**src/hw/rtl/padf_pkg.sv**
```systemverilog
package padf_pkg;

  // Sizing of the rule store
  localparam int unsigned NumProtocols = 2;
  localparam int unsigned SetEntries   = 16;
  localparam int unsigned NumSets      = NumProtocols * 2;
  localparam int unsigned SlotW        = (SetEntries > 1) ? $clog2(SetEntries) : 1;
  localparam int unsigned SetIdxW      = (NumSets > 1) ? $clog2(NumSets) : 1;
  localparam int unsigned PortW        = 16;

  // Opcodes
  localparam logic [1:0] OpCheck = 2'd0;
  localparam logic [1:0] OpAdd   = 2'd1;
  localparam logic [1:0] OpDel   = 2'd2;

  // Status codes
  localparam logic [1:0] StDone     = 2'd0;
  localparam logic [1:0] StNoChange = 2'd1;
  localparam logic [1:0] StFull     = 2'd2;

  // Request travelling down the row of cells, with what it has gathered so far
  typedef struct packed {
    logic             vld;
    logic [1:0]       opcode;
    logic             proto_ok;
    logic             protocol;
    logic             list_select;
    logic [PortW-1:0] port;
    logic             a_any;    // allow set holds something
    logic             a_hit;    // allow set holds the port
    logic             d_any;
    logic             d_hit;
    logic             t_hit;    // chosen set holds the port
    logic [SlotW-1:0] t_slot;
    logic             f_found;  // chosen set has a free slot
    logic [SlotW-1:0] f_slot;   // lowest free slot
  } tok_t;

  // Store update broadcast to every cell
  typedef struct packed {
    logic               en;
    logic [SetIdxW-1:0] set_idx;
    logic [SlotW-1:0]   slot;
    logic               vld;
    logic [PortW-1:0]   port;
  } wr_t;

  // Set index for protocol p, list s: p*2 + s
  function automatic logic [SetIdxW-1:0] set_of(logic p, logic s);
    logic [SetIdxW+1:0] w;
    w = {{SetIdxW{1'b0}}, p, s};
    return w[SetIdxW-1:0];
  endfunction

endpackage

```
**src/hw/rtl/port_allow_deny_filter_top.sv**
```systemverilog
// Port allow/deny filter. Each protocol has an allow set and a deny set of
// 16-bit ports, SetEntries slots each, held in a row of SetEntries cells (cell
// k holds slot k of every set). A beat is taken when the block is idle; the
// request walks the row one cell per cycle, then the result and any store
// update are settled together once the output register is free or being emptied,
// so one item occupies the block from acceptance until its result is settled.
// The next beat may be taken while the previous result still waits on the
// output. The store comes out of reset empty with no clearing pass.
module port_allow_deny_filter_top (
  input  logic                        clk_i,
  input  logic                        rst_ni,
  input  logic                        in_valid_i,
  output logic                        in_ready_o,
  input  logic [1:0]                  opcode_i,
  input  logic                        protocol_i,
  input  logic                        list_select_i,
  input  logic [padf_pkg::PortW-1:0]  port_i,
  output logic                        out_valid_o,
  input  logic                        out_ready_i,
  output logic                        allowed_o,
  output logic [1:0]                  status_o
);

  padf_pkg::tok_t                  tok [padf_pkg::SetEntries+1];
  padf_pkg::wr_t                   wr;
  logic [padf_pkg::SetEntries-1:0] chain_vld;

  // Controller at both ends of the row
  padf_ctrl u_ctrl (
    .clk_i         (clk_i),
    .rst_ni        (rst_ni),
    .in_valid_i    (in_valid_i),
    .in_ready_o    (in_ready_o),
    .opcode_i      (opcode_i),
    .protocol_i    (protocol_i),
    .list_select_i (list_select_i),
    .port_i        (port_i),
    .tok_o         (tok[0]),
    .tok_i         (tok[padf_pkg::SetEntries]),
    .wr_o          (wr),
    .out_valid_o   (out_valid_o),
    .out_ready_i   (out_ready_i),
    .allowed_o     (allowed_o),
    .status_o      (status_o)
  );

  // Row of cells
  for (genvar k = 0; k < int'(padf_pkg::SetEntries); k++) begin : g_cell
    padf_cell u_cell (
      .clk_i      (clk_i),
      .rst_ni     (rst_ni),
      .slot_idx_i (padf_pkg::SlotW'(k)),
      .tok_i      (tok[k]),
      .wr_i       (wr),
      .tok_o      (tok[k+1])
    );
    assign chain_vld[k] = tok[k+1].vld;
  end

  // Checks
  a_one_in_row: assert property (@(posedge clk_i) disable iff (!rst_ni)
    $onehot0(chain_vld))
    else $error("more than one request in the cell row");

  a_write_row_empty: assert property (@(posedge clk_i) disable iff (!rst_ni)
    wr.en |-> (chain_vld == '0))
    else $error("store written while a request walks the row");

  a_busy_after_accept: assert property (@(posedge clk_i) disable iff (!rst_ni)
    (in_valid_i && in_ready_o) |=> !in_ready_o)
    else $error("second beat taken while a request is in flight");

  a_write_excl_accept: assert property (@(posedge clk_i) disable iff (!rst_ni)
    wr.en |-> !in_ready_o)
    else $error("store written while idle");

endmodule

```
**src/hw/rtl/padf_cell.sv**
```systemverilog
// One slot of every set: compares the passing request against its entries and
// hands the updated request to the next cell in the following cycle.
module padf_cell (
  input  logic                            clk_i,
  input  logic                            rst_ni,
  input  logic [padf_pkg::SlotW-1:0]      slot_idx_i,
  input  padf_pkg::tok_t                  tok_i,
  input  padf_pkg::wr_t                   wr_i,
  output padf_pkg::tok_t                  tok_o
);

  logic [padf_pkg::PortW-1:0]   port_q [padf_pkg::NumSets];
  logic [padf_pkg::NumSets-1:0] valid_q;
  logic [padf_pkg::NumSets-1:0] hit_v;
  logic [padf_pkg::SetIdxW-1:0] a_idx, d_idx, t_idx;
  padf_pkg::tok_t               tok_d, tok_q;

  // Per-set match of this slot
  always_comb begin
    for (int s = 0; s < int'(padf_pkg::NumSets); s++) begin
      hit_v[s] = valid_q[s] && (port_q[s] == tok_i.port);
    end
  end

  assign a_idx = padf_pkg::set_of(tok_i.protocol, 1'b0);
  assign d_idx = padf_pkg::set_of(tok_i.protocol, 1'b1);
  assign t_idx = padf_pkg::set_of(tok_i.protocol, tok_i.list_select);

  // Fold this slot into the request
  always_comb begin
    tok_d = tok_i;
    if (tok_i.proto_ok) begin
      tok_d.a_any = tok_i.a_any | valid_q[a_idx];
      tok_d.a_hit = tok_i.a_hit | hit_v[a_idx];
      tok_d.d_any = tok_i.d_any | valid_q[d_idx];
      tok_d.d_hit = tok_i.d_hit | hit_v[d_idx];
      if (hit_v[t_idx] && !tok_i.t_hit) begin
        tok_d.t_hit  = 1'b1;
        tok_d.t_slot = slot_idx_i;
      end
      if (!valid_q[t_idx] && !tok_i.f_found) begin
        tok_d.f_found = 1'b1;
        tok_d.f_slot  = slot_idx_i;
      end
    end
  end

  // Hand-off register
  always_ff @(posedge clk_i or negedge rst_ni) begin
    if (!rst_ni) begin
      tok_q <= '0;
    end else begin
      tok_q <= tok_d;
    end
  end

  assign tok_o = tok_q;

  // Entry valid bits
  always_ff @(posedge clk_i or negedge rst_ni) begin
    if (!rst_ni) begin
      valid_q <= '0;
    end else if (wr_i.en && (wr_i.slot == slot_idx_i)) begin
      valid_q[wr_i.set_idx] <= wr_i.vld;
    end
  end

  // Stored ports, no reset
  always_ff @(posedge clk_i) begin
    if (wr_i.en && wr_i.vld && (wr_i.slot == slot_idx_i)) begin
      port_q[wr_i.set_idx] <= wr_i.port;
    end
  end

endmodule

```
**src/hw/rtl/padf_ctrl.sv**
```systemverilog
// Launches a request into the row, catches it at the far end, decides the
// result and the store update, and holds the result beat for the consumer.
module padf_ctrl (
  input  logic                        clk_i,
  input  logic                        rst_ni,
  input  logic                        in_valid_i,
  output logic                        in_ready_o,
  input  logic [1:0]                  opcode_i,
  input  logic                        protocol_i,
  input  logic                        list_select_i,
  input  logic [padf_pkg::PortW-1:0]  port_i,
  output padf_pkg::tok_t              tok_o,
  input  padf_pkg::tok_t              tok_i,
  output padf_pkg::wr_t               wr_o,
  output logic                        out_valid_o,
  input  logic                        out_ready_i,
  output logic                        allowed_o,
  output logic [1:0]                  status_o
);

  logic           busy_q;
  logic           pend_vld_q;
  padf_pkg::tok_t pend_q;
  logic           out_valid_q;
  logic           allowed_q, allowed_d;
  logic [1:0]     status_q, status_d;
  logic           commit;
  logic           accept;

  assign in_ready_o = !busy_q;
  assign accept     = in_valid_i && in_ready_o;
  assign commit     = pend_vld_q && (!out_valid_q || out_ready_i);

  // Fresh request into the first cell
  always_comb begin
    tok_o             = '0;
    tok_o.vld         = accept;
    tok_o.opcode      = opcode_i;
    tok_o.proto_ok    = ({3'b000, protocol_i} < 4'(padf_pkg::NumProtocols));
    tok_o.protocol    = protocol_i;
    tok_o.list_select = list_select_i;
    tok_o.port        = port_i;
  end

  // Result and store update from the gathered request
  always_comb begin
    allowed_d  = 1'b0;
    status_d   = padf_pkg::StNoChange;
    wr_o       = '0;
    wr_o.set_idx = padf_pkg::set_of(pend_q.protocol, pend_q.list_select);
    wr_o.port  = pend_q.port;
    case (pend_q.opcode)
      padf_pkg::OpCheck: begin
        status_d  = padf_pkg::StDone;
        allowed_d = !pend_q.proto_ok ||
                    ((!pend_q.a_any || pend_q.a_hit) && (!pend_q.d_any || !pend_q.d_hit));
      end
      padf_pkg::OpAdd: begin
        if (pend_q.proto_ok && !pend_q.t_hit) begin
          if (pend_q.f_found) begin
            status_d  = padf_pkg::StDone;
            wr_o.en   = commit;
            wr_o.vld  = 1'b1;
            wr_o.slot = pend_q.f_slot;
          end else begin
            status_d = padf_pkg::StFull;
          end
        end
      end
      padf_pkg::OpDel: begin
        if (pend_q.proto_ok && pend_q.t_hit) begin
          status_d  = padf_pkg::StDone;
          wr_o.en   = commit;
          wr_o.vld  = 1'b0;
          wr_o.slot = pend_q.t_slot;
        end
      end
      default: begin
        status_d = padf_pkg::StNoChange;
      end
    endcase
  end

  // Control: one request in flight
  always_ff @(posedge clk_i or negedge rst_ni) begin
    if (!rst_ni) begin
      busy_q      <= 1'b0;
      pend_vld_q  <= 1'b0;
      out_valid_q <= 1'b0;
    end else begin
      if (accept) begin
        busy_q <= 1'b1;
      end else if (commit) begin
        busy_q <= 1'b0;
      end
      if (tok_i.vld) begin
        pend_vld_q <= 1'b1;
      end else if (commit) begin
        pend_vld_q <= 1'b0;
      end
      if (commit) begin
        out_valid_q <= 1'b1;
      end else if (out_ready_i) begin
        out_valid_q <= 1'b0;
      end
    end
  end

  // Payload registers
  always_ff @(posedge clk_i) begin
    if (tok_i.vld) begin
      pend_q <= tok_i;
    end
    if (commit) begin
      allowed_q <= allowed_d;
      status_q  <= status_d;
    end
  end

  assign out_valid_o = out_valid_q;
  assign allowed_o   = allowed_q;
  assign status_o    = status_q;

endmodule

```
**config.mk**
```make
export PLATFORM = sky130hd
export DESIGN_NAME = port_allow_deny_filter_top
export DESIGN_NICKNAME = d
export VERILOG_FILES = /design/src/hw/rtl/padf_pkg.sv /design/src/hw/rtl/port_allow_deny_filter_top.sv /design/src/hw/rtl/padf_cell.sv /design/src/hw/rtl/padf_ctrl.sv
export SDC_FILE = /design/constraint.sdc
export NUM_CORES = 2
export LEC_CHECK = 0
export ABC_AREA = 1
export ABC_CLOCK_PERIOD_IN_PS = 3100
export BUFFER_PORTS_ARGS = -buffer_cell sky130_fd_sc_hd__clkbuf_2
export CAP_MARGIN = 10
export CORE_MARGIN = 2
export CORE_UTILIZATION = 29
export DETAILED_ROUTE_END_ITERATION = 12
export MAX_ROUTING_LAYER = met4
export PLACE_DENSITY = 0.42
export SYNTH_ARGS = -nofsm -noshare
export SYNTH_HDL_FRONTEND = slang
export SYNTH_SLANG_ARGS = --single-unit
```
**constraint.sdc**
```tcl
create_clock -name clk_i -period 3.1 [get_ports clk_i]
set_clock_uncertainty 0.15 [all_clocks]
set_input_delay 0.155 -clock clk_i [delete_from_list [all_inputs] [get_ports clk_i]]
set_output_delay 0.155 -clock clk_i [all_outputs]
set_load 0.02 [all_outputs]
```
After elaboration in Yosys (flattened, before gate mapping)
Memories as Yosys holds them, arrays and structs flattened.
Index checks and enable logic that the tools add are counted.
{"block": "word_totals", "mem_count": 16, "register_bits": 681, "input_bits": 24, "wordCells": 965, "ram_bits": 1024}
{"block": "op_classes", "n_eq_ne": 81, "mux": 306, "reduce_logical": 194, "magnitude_cmp": 50, "n_bitwise": 60}
{"memory": "g_cell[0].u_cell.port_q", "words": 4, "word_bits": 16, "read_ports": 4, "rd_clocked_by_memory_dff": 0, "wr": 1, "line_no": "padf_cell.sv:12", "text": "logic [padf_pkg::PortW-1:0] port_q [padf_pkg::NumSets];"}
{"memory": "g_cell[10].u_cell.port_q", "words": 4, "word_bits": 16, "read_ports": 4, "rd_clocked_by_memory_dff": 0, "wr": 1, "line_no": "padf_cell.sv:12"}
{"memory": "g_cell[11].u_cell.port_q", "words": 4, "word_bits": 16, "read_ports": 4, "rd_clocked_by_memory_dff": 0, "wr": 1, "line_no": "padf_cell.sv:12"}
{"memory": "g_cell[12].u_cell.port_q", "words": 4, "word_bits": 16, "read_ports": 4, "rd_clocked_by_memory_dff": 0, "wr": 1, "line_no": "padf_cell.sv:12"}
{"memory": "g_cell[13].u_cell.port_q", "words": 4, "word_bits": 16, "read_ports": 4, "rd_clocked_by_memory_dff": 0, "wr": 1, "line_no": "padf_cell.sv:12"}
{"memory": "g_cell[14].u_cell.port_q", "words": 4, "word_bits": 16, "read_ports": 4, "rd_clocked_by_memory_dff": 0, "wr": 1, "line_no": "padf_cell.sv:12"}
{"memory": "+10 memories"}
{"op": "$eq 16x16->1", "count": 64}
{"op": "$mux 14", "count": 15}
{"op": "$mux 1", "count": 202}
{"op": "$mux 5", "count": 35}
{"op": "$lt 2x3->1 const B", "count": 49}
{"op": "$logic_and 1x1->1", "count": 133}
{"op": "$bmux 1 s2", "count": 32}
{"op": "$bwmux 4", "count": 16}
{"op": "$or 1x1->1", "count": 60}
{"op": "$logic_not 1->1", "count": 52}
{"op": "$eq 4x4->1 const B", "count": 8}
{"op": "$eq 4x3->1 const B", "count": 4}
{"op": "$pmux 5 s2", "count": 1}
{"op": "$eq 4x2->1 const B", "count": 2}
{"op": "$pmux 2 s3", "count": 1}
{"op": "$reduce_bool 2->1", "count": 3}
{"op": "$eq 4x1->1 const B", "count": 1}
{"op": "$logic_not 4->1", "count": 1}
{"op": "$logic_or 1x1->1", "count": 4}
{"op": "$mux 2", "count": 2}
{"op": "$demux 1 s2", "count": 1}
{"op": "$eq 2x1->1 const B", "count": 1}
{"op": "$eq 2x2->1 const B", "count": 1}
{"op": "$ge 2x1->1 const B", "count": 1}
{"op": "2 further kinds", "count": 2}

Logic depth before layout (Yosys ltp)
{"block": "depth", "depth_word": 10, "depth_mapped": 14, "mapped_depth_nobuf": 13}

Hierarchy
Synthesis repeated with hierarchy kept, for this count alone.
{"block": "hier_totals", "hier_cells": 7415, "area_unflattened_um2": 72971.2}
{"mod": "padf_cell at g_cell[2].u_cell ...", "area_each_um2": 4453.0, "cells_per_inst": 456, "instances": 7}
{"mod": "padf_cell at g_cell[10].u_cell ...", "area_each_um2": 4430.5, "cells_per_inst": 453, "instances": 6}
{"mod": "padf_cell at g_cell[1].u_cell", "area_each_um2": 4465.5, "cells_per_inst": 452, "instances": 1}
{"mod": "padf_cell at g_cell[9].u_cell", "area_each_um2": 4423.0, "cells_per_inst": 451, "instances": 1}
{"mod": "padf_cell at g_cell[0].u_cell", "area_each_um2": 4416.7, "cells_per_inst": 453, "instances": 1}
{"mod": "padf_ctrl", "area_each_um2": 1904.3, "cells_per_inst": 147, "instances": 1}
{"mod": "port_allow_deny_filter_top", "area_each_um2": 7.5, "cells_per_inst": 2, "instances": 1}

Least setup slack after synthesis
OpenSTA, ideal clock, no wires.
{"block": "synth_timing", "kind": "reg2reg", "from": "register u_ctrl.pend_q[33] (netlist bit)", "to": "memory g_cell[11].u_cell.port_q[0][0] (netlist bit), enable pin", "arrival_ps": 2827, "n_path_buf": 1, "stages_incl_launch_ff": 12, "period_less_slack_ps": 3386, "setup_slack_ps": -286, "required_time_ps": 2541, "cell_sequence": "edfxtp_1 > inv_1 > ha_1 > inv_2 > nor2_4 > nand2_1 > o21ai_2 > nand2_1 > inv_2 > buf_6 > nand2_1 > nor3_1"}
{"block": "synth_via", "elab_chain_len": 6}
{"item": "from (decl)", "line_no": "padf_ctrl.sv:23", "text": "padf_pkg::tok_t pend_q;"}
{"item": "from (signal assigned)", "line_no": "padf_ctrl.sv:112", "text": "pend_q <= tok_i;"}
{"item": "$eq 2x2->1 or $eq 2x1->1 (tied branches)", "line_no": "padf_ctrl.sv:52", "text": "case (pend_q.opcode)"}
{"item": "$pmux 5 s2 or $pmux 1 s2 (tied branches)", "line_no": "padf_ctrl.sv:52"}
{"item": "$eq 4x4->1 or $logic_and 1x1->1 (tied branches)", "line_no": "padf_cell.sv:70", "text": "if (wr_i.en && wr_i.vld && (wr_i.slot == slot_idx_i)) begin"}
{"item": "$logic_and 1x1->1 (*)", "line_no": "padf_cell.sv:70"}
{"item": "$mux 1 (*)", "line_no": "padf_cell.sv:70"}
{"item": "$mux 1 (implied by the code) (*)", "line_no": "padf_cell.sv:71", "text": "port_q[wr_i.set_idx] <= wr_i.port;"}
{"item": "to (decl)", "line_no": "padf_cell.sv:12"}
Every way passes the cells marked *; elsewhere a longest branch is shown, timed or not.

Worst setup path after layout
{"block": "layout_timing", "from": "register u_ctrl.pend_q[33] (netlist bit)", "to": "memory g_cell[11].u_cell.port_q[0][6] (netlist bit), enable pin"}
Same word-level chain as after synthesis.

==> impl_metrics.ini <==
[global_routing]
grt_first_pass_wirelength_um = 314000
antenna_found_initial = 14
grt_max_degree = 69
grt-ovfl-total = 0
grt_use_total_pct = 18.8
grt_pass1_vias = 44000

[synth]
synth_edf_count = 1062
syn_avg_cell_area_um2 = 10.9
synth_fp_nets = 6228
synth.distinct_cells = 48
syn-instance-count = 6200
synth-seq-area-share_pct = 70.0
synth-main-ff-cell = edfxtp_1
async_flop_share_pct = 36.6
ys_ff_latch = 1675
yosysWarnings = 0
netlist_area_mm2 = 0.0675

[sta]
rsz0062_at_grt = false
drv_slew = 0
maxSlewHeadroom_pct = 30.6
finalSetupTns_ns = 0
worst_pin_slew_ns = 1.04
finalHoldViolCount = 0
fin_crit_ns = 2.91
clock.fmax_mhz = 343
fin_crit_sh_pct = 93.9
setup_viol = 0

[placement]
placed_area_mm2 = 0.0739
dp_cells = 9406
hpwl_um = 138000
port_buffers = 28
gp_congestion = 0.847

[die]
ios = 29
num_rows = 177
initial_core_util_pct = 29.1
core_area_mm2 = 0.232
die-area_mm2 = 0.237
die_h_um = 486
die_w_um = 486

[clocking]
cts_tree = yes
clk_pin_slew_worst_paths_ns = 0.06
cts_sinks = 1675
h-tree-depth = 4
clock_path_buffers = 3
cts-root-buf = clkbuf_16
clkLatencyLatePin_ns = 0.83
numCtsBuffers = 187

[detailed_routing]
ant_nets = 0
viasPerCell = 4.50
avgRoutedWirePerCell_um = 22.1
drt-total-wl_um = 217000
vias = 44200
drt_iter0_markers = 4030
drc = 0
drtPass1Iterations = 6

[worst_setup_path]
critical_path_class = reg -> reg
crit_path_start_kind = flop
crit_path_max_fanout = 16
arrival_ns = 3.25
critPathCaptureType = flop
required_ns = 3.44

[layout]
finalNonFillerCells = 9815
final_cell_mix = nand2_1, edfxtp_1, inv_1, dfrtp_1, nor2_1
drive_gt1_share_pct = 9.06
nets = 6629
fin_area_mm2 = 0.0810
syn_to_final_growth_pct = 20.0
mostFrequentLayoutCell = nand2_1

[pwr]
irDropWorstVdd_v = 0.000422
powerDensity_mw_per_mm2 = 607
p_leak_nw = 35.1

[hold_path]
min_path_type = in -> async

[outcome]
outcome = complete, no violations

[job]
maxCapViolCount = 0
registers in the layout, summed over array words and instances (netlist names):
signal and count:
g_cell.u_cell.tok_o 546, u_ctrl.wr_o 18, u_ctrl.allowed_o 1, u_ctrl.out_valid_o 1, u_ctrl.status_o 2, g_cell.u_cell.port_q 1024, g_cell.u_cell.valid_q 64, u_ctrl.pend_q 17
u_ctrl.busy_q 1, u_ctrl.pend_vld_q 1
area by class of cell:
class,count,area (um2)
antenna,7,17.5
clock buffer,276,5630
clock inverter,77,931
fill,23100,151000
inverter,869,3260
multi-input combinational,3613,16900
sequential,1675,47200
tap,3043,3810
timing repair buffer,255,3200
worst max-delay path, stage by stage (launching register included):
cell and delay [ns]:
edfxtp_1 0.39, inv_1 0.08, ha_2 0.37, inv_2 0.09, nor2_4 0.18, nand2_1 0.11
nand2_1 0.15, nand2_4 0.11, nor2_4 0.13, buf_4 0.17, nand2_1 0.11, buf_4 0.19
nor3_2 0.18, buf_12 0.19
stage by stage:
step | utilization [%] | hold WS (ns) | worst slack [ns] | power [mW]
global route | 34.9 | 0.0467 | 0.0121 | 50.9
detailed placement | 31.8 | 0.110 | 0.123 | 26.3
CTS | 34.9 | 0.0117 | 0.0517 | 49.8
finish | 34.9 | 0.0523 | 0.189 | 49.2
global placement | 31.8 | 0.125 | 0.138 | 26.3
floorplan | - | -0.291 | -0.286 | 25.4
repair_timing:
action                                  4_1_cts  5_1_grt
buffers inserted                              0        2
hold endpoints to repair                    639        0
resized for setup                             0        6
hold buffers                                 47        0
endpoints found under the setup margin        0      227
cell families (layout without fill, tap and decap cells):
kind of cell | count (synthesis) | count (layout) | share of synthesized area [%]
multiplexers | 1 | 1 | 0.0148
buffers and inverters | 912 | 1477 | 5.11
adder cells (fa/ha/maj) | 4 | 4 | 0.0741
XOR/XNOR | 288 | 288 | 3.74
AND/OR/NAND/NOR | 2772 | 2772 | 16.5
flip-flops | 1675 | 1675 | 70.0
other | 1 | 8 | 0.00555
AO/OA/AOI/OAI | 547 | 547 | 4.62
worst paths after layout:
check                                                      from                                        to  slack, ns  cells after the start
min reg2reg                g_cell[6].u_cell.tok_o[34]$_DFF_PN0_      g_cell[7].u_cell.tok_o[34]$_DFF_PN0_       0.19                      0
max reg2reg                         u_ctrl.pend_q[33]$_DFFE_PP_  g_cell[11].u_cell.port_q[0][6]$_DFFE_PP_       0.19                     13
min in group clk_i                                   protocol_i      g_cell[0].u_cell.tok_o[11]$_DFF_PN0_       0.16                      3
min                                                      rst_ni     g_cell[15].u_cell.tok_o[18]$_DFF_PN0_       0.05                      3
max in group asynchronous                                rst_ni     g_cell[10].u_cell.tok_o[27]$_DFF_PN0_       2.20                      3
max                                 u_ctrl.pend_q[33]$_DFFE_PP_  g_cell[11].u_cell.port_q[0][6]$_DFFE_PP_       0.19                     13
synth_stat cells (all sizes together), types with 3 or more instances:
library cell	count	area, um2
o22ai	47	294
a22o	7	61.3
a21oi	52	260
nand4	44	275
and3	3	18.8
o21bai	33	248
nand2	1820	6840
nand3	176	896
clkbuf	31	116
or2	49	307
xnor2	46	403
a21o	23	173
inv	868	3260
o21ai	341	1710
dfrtp	613	15300
buf	12	73.8
xor2	242	2120
o221ai	6	52.6
nor3	110	577
ha	4	50.1
a32o	5	50.1
o211ai	15	113
o31ai	4	40.0
nand3b	9	67.6
edfxtp	1062	31900
a21boi	6	45.0
a221oi	3	26.3
o2111ai	3	26.3
nor2	560	2130
power by group:
part	total (mW)	switching (mW)	internal (mW)
Combinational	1.40	0.930	0.469
Clock	23.4	9.44	13.9
Sequential	24.4	0.545	23.9
Total	49.2	10.9	38.3
per-layer routing:
metal | vias to the layer above | track usage (%) | wire (um)
met5 | - | - | 0
met4 | 0 | 4.41 | 4540
met3 | 320 | 2.20 | 9880
met2 | 1042 | 30.2 | 102000
met1 | 21900 | 25.6 | 99800
li1 | 20900 | - | -
Note: power is estimated with default switching activity, not from simulation.
